==> src/hhcrc_pkg.sv <==
// Shared package for the header hunt CRC frame receiver.
// Holds frame constants, the status code type, the result record and the CRC step.
// No dependencies.
package hhcrc_pkg;

    // Frame geometry
    localparam int FRAME_LEN = 16;
    localparam logic [5:0] LAST_IDX = 6'(FRAME_LEN - 1);
    localparam logic [5:0] CSUM_IDX = 6'(FRAME_LEN - 2);

    // Protocol constants
    localparam logic [7:0]  HDR_BYTE       = 8'h5A;
    localparam logic [15:0] CRC_POLY       = 16'h1021;
    localparam logic [15:0] CRC_INIT       = 16'hFFFF;
    localparam logic [15:0] TICK_MAX       = 16'hFFFF;
    localparam logic [15:0] TIMEOUT_RESET  = 16'd1000;

    // Item kinds
    localparam logic FUNC_BYTE = 1'b0;
    localparam logic FUNC_TICK = 1'b1;

    // Result queue between front and back
    localparam int QUEUE_DEPTH = 4;
    localparam int QUEUE_PTR_W = $clog2(QUEUE_DEPTH);
    localparam int QUEUE_CNT_W = $clog2(QUEUE_DEPTH + 1);

    typedef enum logic [1:0] {
        STATUS_BUSY    = 2'd0,
        STATUS_GOOD    = 2'd1,
        STATUS_BAD     = 2'd2,
        STATUS_TIMEOUT = 2'd3
    } status_t;

    typedef struct packed {
        logic [7:0] data_byte;
        logic [5:0] byte_index;
        logic       last_of_frame;
        status_t    status;
    } result_t;

    // CRC-16/CCITT-FALSE update over one byte, MSB first
    function automatic logic [15:0] crc_byte(input logic [15:0] crc_in, input logic [7:0] b);
        logic [15:0] c;
        c = crc_in ^ {b, 8'h00};
        for (int k = 0; k < 8; k++) begin
            if (c[15])
            begin
                c = {c[14:0], 1'b0} ^ CRC_POLY;
            end
            else
            begin
                c = {c[14:0], 1'b0};
            end
        end
        return c;
    endfunction

endpackage

==> src/hhcrc_if.sv <==
// Channel interfaces for the frame receiver: input item and result item.
// Depends on nothing; payload widths follow the item fields.
interface hhcrc_in_if;
    logic       valid;
    logic       ready;
    logic       func;
    logic [7:0] rx_byte;

    modport source (output valid, func, rx_byte, input ready);
    modport sink   (input valid, func, rx_byte, output ready);
endinterface

interface hhcrc_out_if;
    logic       valid;
    logic       ready;
    logic [7:0] data_byte;
    logic [5:0] byte_index;
    logic       last_of_frame;
    logic [1:0] status;

    modport source (output valid, data_byte, byte_index, last_of_frame, status, input ready);
    modport sink   (input valid, data_byte, byte_index, last_of_frame, status, output ready);
endinterface

==> src/hhcrc_front.sv <==
// Front end: accepts bytes and ticks, hunts the header, runs the CRC and timeout.
// Pushes one result record per producing item into the queue.
// Depends on hhcrc_pkg and hhcrc_in_if.
module hhcrc_front (
    input  logic                 clk,
    input  logic                 rst_n,
    hhcrc_in_if.sink             rx,
    input  logic                 cfg_wr_en,
    input  logic [15:0]          cfg_wr_data,
    input  logic                 queue_full,
    output logic                 push,
    output hhcrc_pkg::result_t   push_data
);

    logic [5:0]  byte_count_reg, byte_count_next;
    logic [15:0] crc_reg, crc_next;
    logic [7:0]  csum_lo_reg, csum_lo_next;
    logic [15:0] idle_reg, idle_next;
    logic [15:0] timeout_reg;
    logic [15:0] idle_inc;
    logic        accept;

    assign rx.ready = !queue_full;
    assign accept   = rx.valid && rx.ready;
    assign idle_inc = (idle_reg == hhcrc_pkg::TICK_MAX) ? idle_reg : idle_reg + 16'd1;

    // Classify the item and work out the next state and result
    always_comb
    begin
        byte_count_next          = byte_count_reg;
        crc_next                 = crc_reg;
        csum_lo_next             = csum_lo_reg;
        idle_next                = idle_reg;
        push                     = 1'b0;
        push_data.data_byte      = 8'h00;
        push_data.byte_index     = 6'd0;
        push_data.last_of_frame  = 1'b0;
        push_data.status         = hhcrc_pkg::STATUS_BUSY;
        if (accept)
        begin
            // Bytes that are not the header while hunting fall through and are dropped
            if (rx.func == hhcrc_pkg::FUNC_TICK)
            begin
                idle_next = idle_inc;
                if (idle_inc >= timeout_reg)
                begin
                    byte_count_next         = 6'd0;
                    crc_next                = hhcrc_pkg::CRC_INIT;
                    csum_lo_next            = 8'h00;
                    idle_next               = 16'd0;
                    push                    = 1'b1;
                    push_data.last_of_frame = 1'b1;
                    push_data.status        = hhcrc_pkg::STATUS_TIMEOUT;
                end
            end
            else if (byte_count_reg != 6'd0 || rx.rx_byte == hhcrc_pkg::HDR_BYTE)
            begin
                push                 = 1'b1;
                push_data.data_byte  = rx.rx_byte;
                push_data.byte_index = byte_count_reg;
                if (byte_count_reg >= hhcrc_pkg::LAST_IDX)
                begin
                    // Final byte: compare the little-endian checksum and restart
                    push_data.last_of_frame = 1'b1;
                    if ({rx.rx_byte, csum_lo_reg} == crc_reg)
                    begin
                        push_data.status = hhcrc_pkg::STATUS_GOOD;
                        idle_next        = 16'd0;
                    end
                    else
                    begin
                        push_data.status = hhcrc_pkg::STATUS_BAD;
                    end
                    byte_count_next = 6'd0;
                    crc_next        = hhcrc_pkg::CRC_INIT;
                    csum_lo_next    = 8'h00;
                end
                else
                begin
                    if (byte_count_reg == hhcrc_pkg::CSUM_IDX)
                    begin
                        csum_lo_next = rx.rx_byte;
                    end
                    else
                    begin
                        crc_next = hhcrc_pkg::crc_byte(crc_reg, rx.rx_byte);
                    end
                    byte_count_next = byte_count_reg + 6'd1;
                end
            end
        end
    end

    // Hold frame state and the timeout register
    always_ff @(posedge clk or negedge rst_n)
    begin
        if (!rst_n)
        begin
            byte_count_reg <= 6'd0;
            crc_reg        <= hhcrc_pkg::CRC_INIT;
            csum_lo_reg    <= 8'h00;
            idle_reg       <= 16'd0;
            timeout_reg    <= hhcrc_pkg::TIMEOUT_RESET;
        end
        else
        begin
            byte_count_reg <= byte_count_next;
            crc_reg        <= crc_next;
            csum_lo_reg    <= csum_lo_next;
            idle_reg       <= idle_next;
            if (cfg_wr_en)
            begin
                timeout_reg <= cfg_wr_data;
            end
        end
    end

    // Frame position never passes the final byte
    a_count_range: assert property (@(posedge clk) disable iff (!rst_n)
        byte_count_reg <= hhcrc_pkg::LAST_IDX)
        else $error("byte count beyond frame end");

    // A timeout clears the partial frame and the tick count
    a_timeout_clears: assert property (@(posedge clk) disable iff (!rst_n)
        (push && push_data.status == hhcrc_pkg::STATUS_TIMEOUT)
        |=> (byte_count_reg == 6'd0 && idle_reg == 16'd0 && crc_reg == hhcrc_pkg::CRC_INIT))
        else $error("timeout did not clear frame state");

    // Nothing is pushed into a full queue
    a_no_push_full: assert property (@(posedge clk) disable iff (!rst_n)
        push |-> !queue_full)
        else $error("push into full queue");

endmodule

==> src/hhcrc_queue.sv <==
// Short result queue that decouples the front end from the output stage.
// Register array with read and write pointers and a fill count.
// Depends on hhcrc_pkg.
module hhcrc_queue (
    input  logic                 clk,
    input  logic                 rst_n,
    input  logic                 push,
    input  hhcrc_pkg::result_t   push_data,
    input  logic                 pop,
    output hhcrc_pkg::result_t   head,
    output logic                 empty,
    output logic                 full
);

    localparam logic [hhcrc_pkg::QUEUE_PTR_W-1:0] PTR_LAST =
        hhcrc_pkg::QUEUE_PTR_W'(hhcrc_pkg::QUEUE_DEPTH - 1);
    localparam logic [hhcrc_pkg::QUEUE_CNT_W-1:0] CNT_FULL =
        hhcrc_pkg::QUEUE_CNT_W'(hhcrc_pkg::QUEUE_DEPTH);

    hhcrc_pkg::result_t mem_reg [hhcrc_pkg::QUEUE_DEPTH];
    logic [hhcrc_pkg::QUEUE_PTR_W-1:0] wr_ptr_reg, wr_ptr_next;
    logic [hhcrc_pkg::QUEUE_PTR_W-1:0] rd_ptr_reg, rd_ptr_next;
    logic [hhcrc_pkg::QUEUE_CNT_W-1:0] count_reg, count_next;

    assign empty = (count_reg == '0);
    assign full  = (count_reg == CNT_FULL);
    assign head  = mem_reg[rd_ptr_reg];

    // Advance pointers and the fill count
    always_comb
    begin
        wr_ptr_next = wr_ptr_reg;
        rd_ptr_next = rd_ptr_reg;
        count_next  = count_reg;
        if (push)
        begin
            wr_ptr_next = (wr_ptr_reg == PTR_LAST) ? '0 : wr_ptr_reg + 1'b1;
        end
        if (pop)
        begin
            rd_ptr_next = (rd_ptr_reg == PTR_LAST) ? '0 : rd_ptr_reg + 1'b1;
        end
        unique case ({push, pop})
            2'b10:   count_next = count_reg + 1'b1;
            2'b01:   count_next = count_reg - 1'b1;
            default: count_next = count_reg;
        endcase
    end

    always_ff @(posedge clk or negedge rst_n)
    begin
        if (!rst_n)
        begin
            wr_ptr_reg <= '0;
            rd_ptr_reg <= '0;
            count_reg  <= '0;
        end
        else
        begin
            wr_ptr_reg <= wr_ptr_next;
            rd_ptr_reg <= rd_ptr_next;
            count_reg  <= count_next;
        end
    end

    // Write the entry; payload needs no reset
    always_ff @(posedge clk)
    begin
        if (push)
        begin
            mem_reg[wr_ptr_reg] <= push_data;
        end
    end

    a_cnt_bound: assert property (@(posedge clk) disable iff (!rst_n)
        count_reg <= CNT_FULL)
        else $error("queue count overflow");

    a_no_pop_empty: assert property (@(posedge clk) disable iff (!rst_n)
        pop |-> !empty)
        else $error("pop from empty queue");

    a_cnt_track: assert property (@(posedge clk) disable iff (!rst_n)
        (push && !pop) |=> (count_reg == $past(count_reg) + 1'b1))
        else $error("queue count lost a push");

endmodule

==> src/hhcrc_back.sv <==
// Output stage: takes records from the queue into an output register.
// Drives the result channel and frees the queue on each take.
// Depends on hhcrc_pkg and hhcrc_out_if.
module hhcrc_back (
    input  logic                 clk,
    input  logic                 rst_n,
    input  hhcrc_pkg::result_t   head,
    input  logic                 queue_empty,
    output logic                 pop,
    hhcrc_out_if.source          res
);

    logic               out_valid_reg, out_valid_next;
    hhcrc_pkg::result_t out_data_reg;

    // Load when the register is free or being taken this cycle
    assign pop = !queue_empty && (!out_valid_reg || res.ready);

    always_comb
    begin
        out_valid_next = out_valid_reg;
        if (pop)
        begin
            out_valid_next = 1'b1;
        end
        else if (res.ready)
        begin
            out_valid_next = 1'b0;
        end
    end

    always_ff @(posedge clk or negedge rst_n)
    begin
        if (!rst_n)
        begin
            out_valid_reg <= 1'b0;
        end
        else
        begin
            out_valid_reg <= out_valid_next;
        end
    end

    always_ff @(posedge clk)
    begin
        if (pop)
        begin
            out_data_reg <= head;
        end
    end

    assign res.valid         = out_valid_reg;
    assign res.data_byte     = out_data_reg.data_byte;
    assign res.byte_index    = out_data_reg.byte_index;
    assign res.last_of_frame = out_data_reg.last_of_frame;
    assign res.status        = out_data_reg.status;

endmodule

==> src/header_hunt_crc_frame_receiver.sv <==
// Header hunting frame receiver with CRC-16/CCITT-FALSE check and tick timeout.
// Each result passes through a queue entry, then the output register, before it shows as valid on the result channel.
// Throughput: one item per cycle while the queue is not full; the per-byte CRC update is a combinational XOR network.
// A four-entry queue lets input continue while results wait to be taken.
// Reset (async, active low): hunting, CRC 0xFFFF, tick count 0, timeout 1000, queue empty.
module header_hunt_crc_frame_receiver (
    input  logic         clk,
    input  logic         rst_n,
    hhcrc_in_if.sink     rx,
    hhcrc_out_if.source  res,
    input  logic         cfg_wr_en,
    input  logic [15:0]  cfg_wr_data
);

    hhcrc_pkg::result_t push_data;
    hhcrc_pkg::result_t head;
    logic               push;
    logic               pop;
    logic               queue_full;
    logic               queue_empty;

    // Classify items and track frame state
    hhcrc_front u_front (
        .clk         (clk),
        .rst_n       (rst_n),
        .rx          (rx),
        .cfg_wr_en   (cfg_wr_en),
        .cfg_wr_data (cfg_wr_data),
        .queue_full  (queue_full),
        .push        (push),
        .push_data   (push_data)
    );

    // Hold results between the two sides
    hhcrc_queue u_queue (
        .clk       (clk),
        .rst_n     (rst_n),
        .push      (push),
        .push_data (push_data),
        .pop       (pop),
        .head      (head),
        .empty     (queue_empty),
        .full      (queue_full)
    );

    // Deliver results
    hhcrc_back u_back (
        .clk         (clk),
        .rst_n       (rst_n),
        .head        (head),
        .queue_empty (queue_empty),
        .pop         (pop),
        .res         (res)
    );

endmodule
==> src/flat_wrapper.sv <==
// flat-port wrapper written by rule: the top's interface ports become plain ports
module header_hunt_crc_frame_receiver_flat 
  (clk, rst_n, cfg_wr_en, cfg_wr_data, rx_valid, rx_func, rx_rx_byte, rx_ready, res_valid, res_data_byte, res_byte_index, res_last_of_frame, res_status, res_ready);
  hhcrc_in_if rx_i ();
  hhcrc_out_if res_i ();
  input  logic clk;
  input  logic rst_n;
  input  logic cfg_wr_en;
  input  logic [15:0] cfg_wr_data;
  input wire logic [$bits(rx_i.valid)-1:0] rx_valid;
  input wire logic [$bits(rx_i.func)-1:0] rx_func;
  input wire logic [$bits(rx_i.rx_byte)-1:0] rx_rx_byte;
  output wire logic [$bits(rx_i.ready)-1:0] rx_ready;
  output wire logic [$bits(res_i.valid)-1:0] res_valid;
  output wire logic [$bits(res_i.data_byte)-1:0] res_data_byte;
  output wire logic [$bits(res_i.byte_index)-1:0] res_byte_index;
  output wire logic [$bits(res_i.last_of_frame)-1:0] res_last_of_frame;
  output wire logic [$bits(res_i.status)-1:0] res_status;
  input wire logic [$bits(res_i.ready)-1:0] res_ready;
  assign rx_i.valid = rx_valid;
  assign rx_i.func = rx_func;
  assign rx_i.rx_byte = rx_rx_byte;
  assign rx_ready = rx_i.ready;
  assign res_valid = res_i.valid;
  assign res_data_byte = res_i.data_byte;
  assign res_byte_index = res_i.byte_index;
  assign res_last_of_frame = res_i.last_of_frame;
  assign res_status = res_i.status;
  assign res_i.ready = res_ready;
  header_hunt_crc_frame_receiver u_core (.clk(clk), .rst_n(rst_n), .rx(rx_i), .res(res_i), .cfg_wr_en(cfg_wr_en), .cfg_wr_data(cfg_wr_data));
endmodule
==> config.mk <==
export PLATFORM = sky130hd
export DESIGN_NAME = header_hunt_crc_frame_receiver_flat
export DESIGN_NICKNAME = d
export VERILOG_FILES = /design/src/hhcrc_pkg.sv /design/src/hhcrc_if.sv /design/src/hhcrc_front.sv /design/src/hhcrc_queue.sv /design/src/hhcrc_back.sv /design/src/header_hunt_crc_frame_receiver.sv /design/src/flat_wrapper.sv
export SDC_FILE = /design/constraint.sdc
export NUM_CORES = 1
export LEC_CHECK = 0
export BUFFER_PORTS_ARGS = -buffer_cell sky130_fd_sc_hd__buf_2
export CAP_MARGIN = 20
export CORE_UTILIZATION = 45
export DETAILED_ROUTE_END_ITERATION = 10
export PLACE_DENSITY_LB_ADDON = 0.25
export SYNTH_ARGS = -nofsm -noshare
export SYNTH_HDL_FRONTEND = slang
export SYNTH_SLANG_ARGS = --single-unit
==> constraint.sdc <==
create_clock -name clk -period 9.8 [get_ports clk]
set_input_delay 0.49 -clock clk [delete_from_list [all_inputs] [get_ports clk]]
set_output_delay 0.49 -clock clk [all_outputs]
set_load 0.005 [all_outputs]
# Word level (Yosys, flattened, before mapping)
# Memories as Yosys holds them, arrays and structs flattened. A register that Yosys moved wholly into a read port is not among the register bits.
# Index checks and enable logic that the tools add are counted.
# totals
reg_bits	70
mem_bits_rw	68
inputBits	30
out_inout_bits	19
word_cells	138
mem_count	1
# classes
addsub	6
order_cmp	2
eq_ne	11
n_mux	81
bitwise_logic	9
reduce_logical	19
# memory_table
name	depth	word_bits	read_ports	rd_ports_with_merged_regs	write_ports	line	source
u_core.u_queue.mem_reg	4	17	1	1	1	hhcrc_queue.sv:20	hhcrc_pkg::result_t mem_reg [hhcrc_pkg::QUEUE_DEPTH];
# ops
op	count
16-bit 2-to-1 mux	46
13-bit 2-to-1 mux	8
8-bit 2-to-1 mux	5
17-bit 2-to-1 mux	2
6-bit 2-to-1 mux	4
3-bit NOT	8
16-bit by 1-bit adder with 16-bit output, second input constant	1
16-bit == test	1
16-bit == test, second input constant	1
16-bit >= comparator	1
16-bit bitwise XOR	1
14-bit 2-to-1 mux	1
4-bit AND reduction	3
2-bit nonzero test	5
3-bit 2-to-1 mux	3
8-bit by 7-bit == test with 1-bit output, second input constant	1
1-bit 2-to-1 mux	8
6-bit by 1-bit adder with 6-bit output, second input constant	1
2-bit == test, second input constant	3
6-bit by 4-bit == test with 1-bit output, second input constant	1
6-bit by 4-bit >= comparator with 1-bit output, second input constant	1
2-bit 2-to-1 mux	3
3-bit case mux with 2 select lines	1
6-bit nonzero test	1
13 further kinds	18

# Depth between registers and ports, before layout
# logic_depth
word_depth	56
ltp_mapped	19
depth_no_buf	18

# By module
# Synthesis repeated with hierarchy kept, for this count alone.
# unflattened
hier_cells	541
area_unflattened_um2	7244.4
# modules_own_cells
module	n_inst	cells_per_inst	area_each_um2	seq_area_each_um2
hhcrc_front	1	391	3769.9	1579.0
hhcrc_queue	1	128	2914.0	2217.1
hhcrc_back	1	22	560.5	535.5

# Worst setup path after synthesis
# Ideal clock, no wire load.
# synth_timing
kind	register to register
start	register u_core.u_front.idle_reg[4]
end	register u_core.u_queue.count_reg[2] (netlist bit)
setup_time_ns	0.125
arrival_time_ns	4.001
required_ns	9.675
setup_slack_ns	5.674
path_stages_with_launch	20
path_buffers	2
period_less_slack_ns	4.126
cell_sequence	dfrtp_1 buf_2 nand4_1 or2_1 nor3_1 and3_1 mux2i_1 inv_1 ha_1 nand4_1 or3_1 o221ai_1 or3_1 nand2_1 buf_4 ha_1 fa_1 xnor2_1 nor2_1 xor2_1
# synth_between
elab_chain_len	8
word_cells_on_any_way	11
cone_classes	1 x add/sub; 1 x order compare; 3 x eq/ne; 5 x mux; 1 x reduce/logical
# synth_rtl
element	line	source
from (decl)	hhcrc_front.sv:18	logic [15:0] idle_reg, idle_next;
from (signal assigned)	hhcrc_front.sv:110	idle_reg <= idle_next;
16-bit by 1-bit adder with 16-bit output or 16-bit == test (tied branches)	hhcrc_front.sv:25	assign idle_inc = (idle_reg == hhcrc_pkg::TICK_MAX) ? idle_reg : idle_reg + 16'd1;
16-bit 2-to-1 mux (*)	hhcrc_front.sv:25	
16-bit >= comparator (*)	hhcrc_front.sv:45	if (idle_inc >= timeout_reg)
1-bit 2-to-1 mux (*)	hhcrc_front.sv:45	
1-bit 2-to-1 mux (*)	hhcrc_front.sv:42	if (rx.func == hhcrc_pkg::FUNC_TICK)
1-bit 2-to-1 mux (*)	hhcrc_front.sv:39	if (accept)
2-bit by 1-bit == test with 1-bit output or 2-bit == test (tied branches)	hhcrc_queue.sv:43	unique case ({push, pop})
3-bit case mux with 2 select lines or 2-bit nonzero test (tied branches)	n/a	
to (signal assigned)	hhcrc_queue.sv:62	count_reg <= count_next;
to (decl)	hhcrc_queue.sv:23	logic [hhcrc_pkg::QUEUE_CNT_W-1:0] count_reg, count_next;
# Every way passes the cells marked *; elsewhere a longest branch is shown, timed or not.
# A chain may end at the register's enable or synchronous reset.

# Worst setup path in the final report
# layout_timing
start	register u_core.u_front.idle_reg[0]
end	register u_core.u_queue.count_reg[2] (netlist bit)
# Same word-level chain as after synthesis.

==> impl_metrics.tcl <==
set metrics [dict create \
    ctsResizeCount 0 \
    maxCapViolCount 0 \
    final_common_cell "edfxtp_1" \
    hold_buffers 0 \
    tightestPinTransition_ns 1.000 \
    yosysUniqueCellTypes 61 \
    synth-edff-count 85 \
    wl_met1_mm 6.271 \
    setup_viol 0 \
    cts.clk_slew.worst_paths_ns 0.07 \
    die_w_um 129.8 \
    routedWlPerCell_um 16.80 \
    core_mm2 0.01589 \
    postRouteAntennaNets 0 \
    p_seq_share_pct 43.4 \
    p_int_mw 1.597 \
    ys_seq_area_share_pct 58.97 \
    cts-root-buf "clkbuf_16" \
    rows 46 \
    seq_area_mm2 0.004332 \
    fmax_ghz 0.1838 \
    finalCritPeriodShare_pct 55.52 \
    hold_viol_final 0 \
    finalMaxSlewViolations 0 \
    setup_tns_ns 0 \
    multiInputGateArea_mm2 0.002793 \
    grt_pass1_vias 4468 \
    required_ns 10.10 \
    wl_met3_um 295 \
    dp_hpwl_mm 9.579 \
    end_kind "flop" \
    cts_sinks 155 \
    synth_ff_type "edfxtp_1" \
    combPwrFrac_pct 27.6 \
    slew_headroom_pct 32.91 \
    port-buffer-count 48 \
    n_antenna_cell 0 \
    fin_nets 662 \
    insertion_delay_ns 0.42 \
    worst-path-max-fanout 20 \
    clockBufferDepth 2 \
    antenna_found_initial 0 \
    design_area_mm2 0.008379 \
    top_layer "met4" \
    grt.total_usage_pct 18.06 \
    drt_iter0_drc 313 \
    gp_congestion 0.8160 \
    drc 0 \
    overflow 0 \
    p_leak_nw 3.308 \
    synth_area_per_cell_um2 13.24 \
    synthCells 555 \
    ir_worst_vdd_mv 0.1387 \
    grt_max_degree 71 \
    drt_wl_total_mm 13.99 \
    layout_common_cells "edfxtp_1 (85), nand2_1 (48), buf_2 (48), dfrtp_1 (48), xnor2_1 (35)" \
    fp.dieH_um 129.8 \
    fillers 1322 \
    power_density_mw_per_mm2 276.2 \
    via_count 4477 \
    crit_arrival_ns 5.74 \
    max_stage_delay_ns 0.62 \
    largest_register_ffs 68 \
    synthArstFlopShare_pct 45.16 \
    h-tree-depth 4 \
    yosys_warnings 0 \
    cts_buffers 17 \
    finClkSkew_ns 0.01104 \
    crit_type "flop to flop" \
    grt_pass1_wl_mm 22.96 \
    synth_nets 612 \
    pwr-share-clk_pct 29.0 \
    die_area_mm2 0.01684 \
    hold_class "input port to async pin" \
    crit_path_start_kind "flop" \
    slowest_stage "or3_1" \
    via_per_inst 5.375 \
    rsz0062_at_grt "false" \
    start_util_pct 46.24 \
    synth.ff_latch_count 155 \
    switching_power_mw 0.7174 \
    worstPathCellList "ha_1 -> nand2_1 -> nor3_1 -> and3_1 -> nand3b_1 -> o21a_1 -> ha_1 -> nand4_1 -> or3_1 -> a311oi_2 -> or3_1 -> nand2_1 -> ha_1 -> fa_1 -> xnor2_1 -> nor2_1 -> xor2_1" \
    path_common_cell "ha_1" \
    postCtsSetupBuffers 0 \
    p_sw_share_pct 31.00 \
    drt_first_pass_iters 4 \
    tritoncts "yes" \
    area_growth_pct 14.07 \
    drive_above_1_share_pct 26.09 \
    period_needed_ns 5.441 \
    wl_met2_mm 7.264 \
    run_status "completed" \
    io_pins 49 \
    place_area_mm2 0.007777 \
    synth_area_mm2 0.007346 \
]
==> path summary, 6_finish.rpt <==
| check | from | endpoint | slack (ns) | cells after the start |
|---|---|---|---|---|
| min in group clk | cfg_wr_data[10] | u_core.u_front.timeout_reg[10] | 0.27 | 3 |
| min reg2reg | u_core.u_queue.count_reg[2] | u_core.u_queue.count_reg[2] | 0.51 | 1 |
| max reg2reg | u_core.u_front.idle_reg[0] | u_core.u_queue.count_reg[2] | 4.36 | 17 |
| min | rst_n | u_core.u_front.timeout_reg[4] | 0.25 | 2 |
| max in group asynchronous | rst_n | u_core.u_queue.rd_ptr_reg[1] | 8.95 | 2 |
| max | u_core.u_front.idle_reg[0] | u_core.u_queue.count_reg[2] | 4.36 | 17 |
==> kinds of logic after synthesis <==
family | Yosys count | share of synthesized area [%]
AOI/OAI and AO/OA | 107 | 11.12
xor gates and xnor gates | 44 | 5.246
adders and majority gates | 27 | 4.701
buffers and inverters | 50 | 3.134
DFF | 155 | 58.97
muxes | 27 | 6.711
and+or+nand+nor | 145 | 10.12
==> Yosys cell counts, drive strengths merged (2+ instances only) <==
master	instances	area, um2
a211oi	4	35.03
a21oi	9	45.04
a22o	3	26.28
a22oi	8	60.06
a2bb2oi	20	237.7
a31o	2	17.52
and2	17	110.1
and3	11	73.82
and4bb	2	25.02
buf	10	80.08
clkbuf	12	45.04
dfrtp	48	1201
dfstp	22	578.1
edfxtp	85	2552
ha	26	325.3
inv	28	105.1
mux2	8	90.09
mux2i	2	20.02
mux4	17	382.9
nand2	48	180.2
nand3	13	65.06
nand4	7	43.79
nor2	23	88.84
nor3	10	55.05
nor4	3	25.02
o211ai	4	30.03
o21a	3	22.52
o21ai	32	160.2
o21bai	3	22.52
o31ai	9	67.56
o41ai	2	17.52
or2	2	12.51
or3	4	25.02
xnor2	35	306.5
xor2	9	78.83
==> through the flow <==
step                hold slack [ns]  setup WS, ns  instances  total power, mW  util [%]
finish                       0.2533         4.359        833            2.314     52.75
global route                 0.2810         3.917        833            2.448     52.75
CTS                          0.2590         4.414        833            2.337     52.75
detailed placement           0.5009         4.424        802            1.662     48.96
global placement             0.4847         4.618        802            1.635     48.96
floorplan                    0.1944         5.674        555            1.492         -
==> layer usage <==
metal	global-route usage (%)	vias up
li1	-	2153
met1	22.52	2246
met2	30.45	66
met3	3.567	12
met4	8.345	0
met5	0	-
==> area by class of cell <==
| type | instances | share of cell area [%] |
|---|---|---|
| Timing Repair Buffer | 53 | 3.315 |
| Tap cell | 216 | 3.225 |
| Clock inverter | 14 | 2.105 |
| Multi-Input combinational cell | 350 | 33.33 |
| Inverter | 28 | 1.254 |
| Sequential cell | 155 | 51.69 |
| Clock buffer | 17 | 5.077 |
==> worst max-delay path, delay by kind of cell, from the launching register on <==
family,cells,cell delay [ns]
xor+xnor,2,0.30
simple gates,9,2.82
fa+ha+maj,4,1.32
compound gates,2,0.44
flops,1,0.43
==> power by group through the flow <==
stage               logic [mW]  registers (mW)  clock network [mW]
finish                   0.639            1.00               0.670
global route             0.710            1.03               0.710
CTS                      0.649            1.01               0.682
detailed placement       0.645            1.02                   0
global placement         0.625            1.01                   0
floorplan                0.515           0.977                   0
Note: power is estimated with default switching activity, not from simulation.
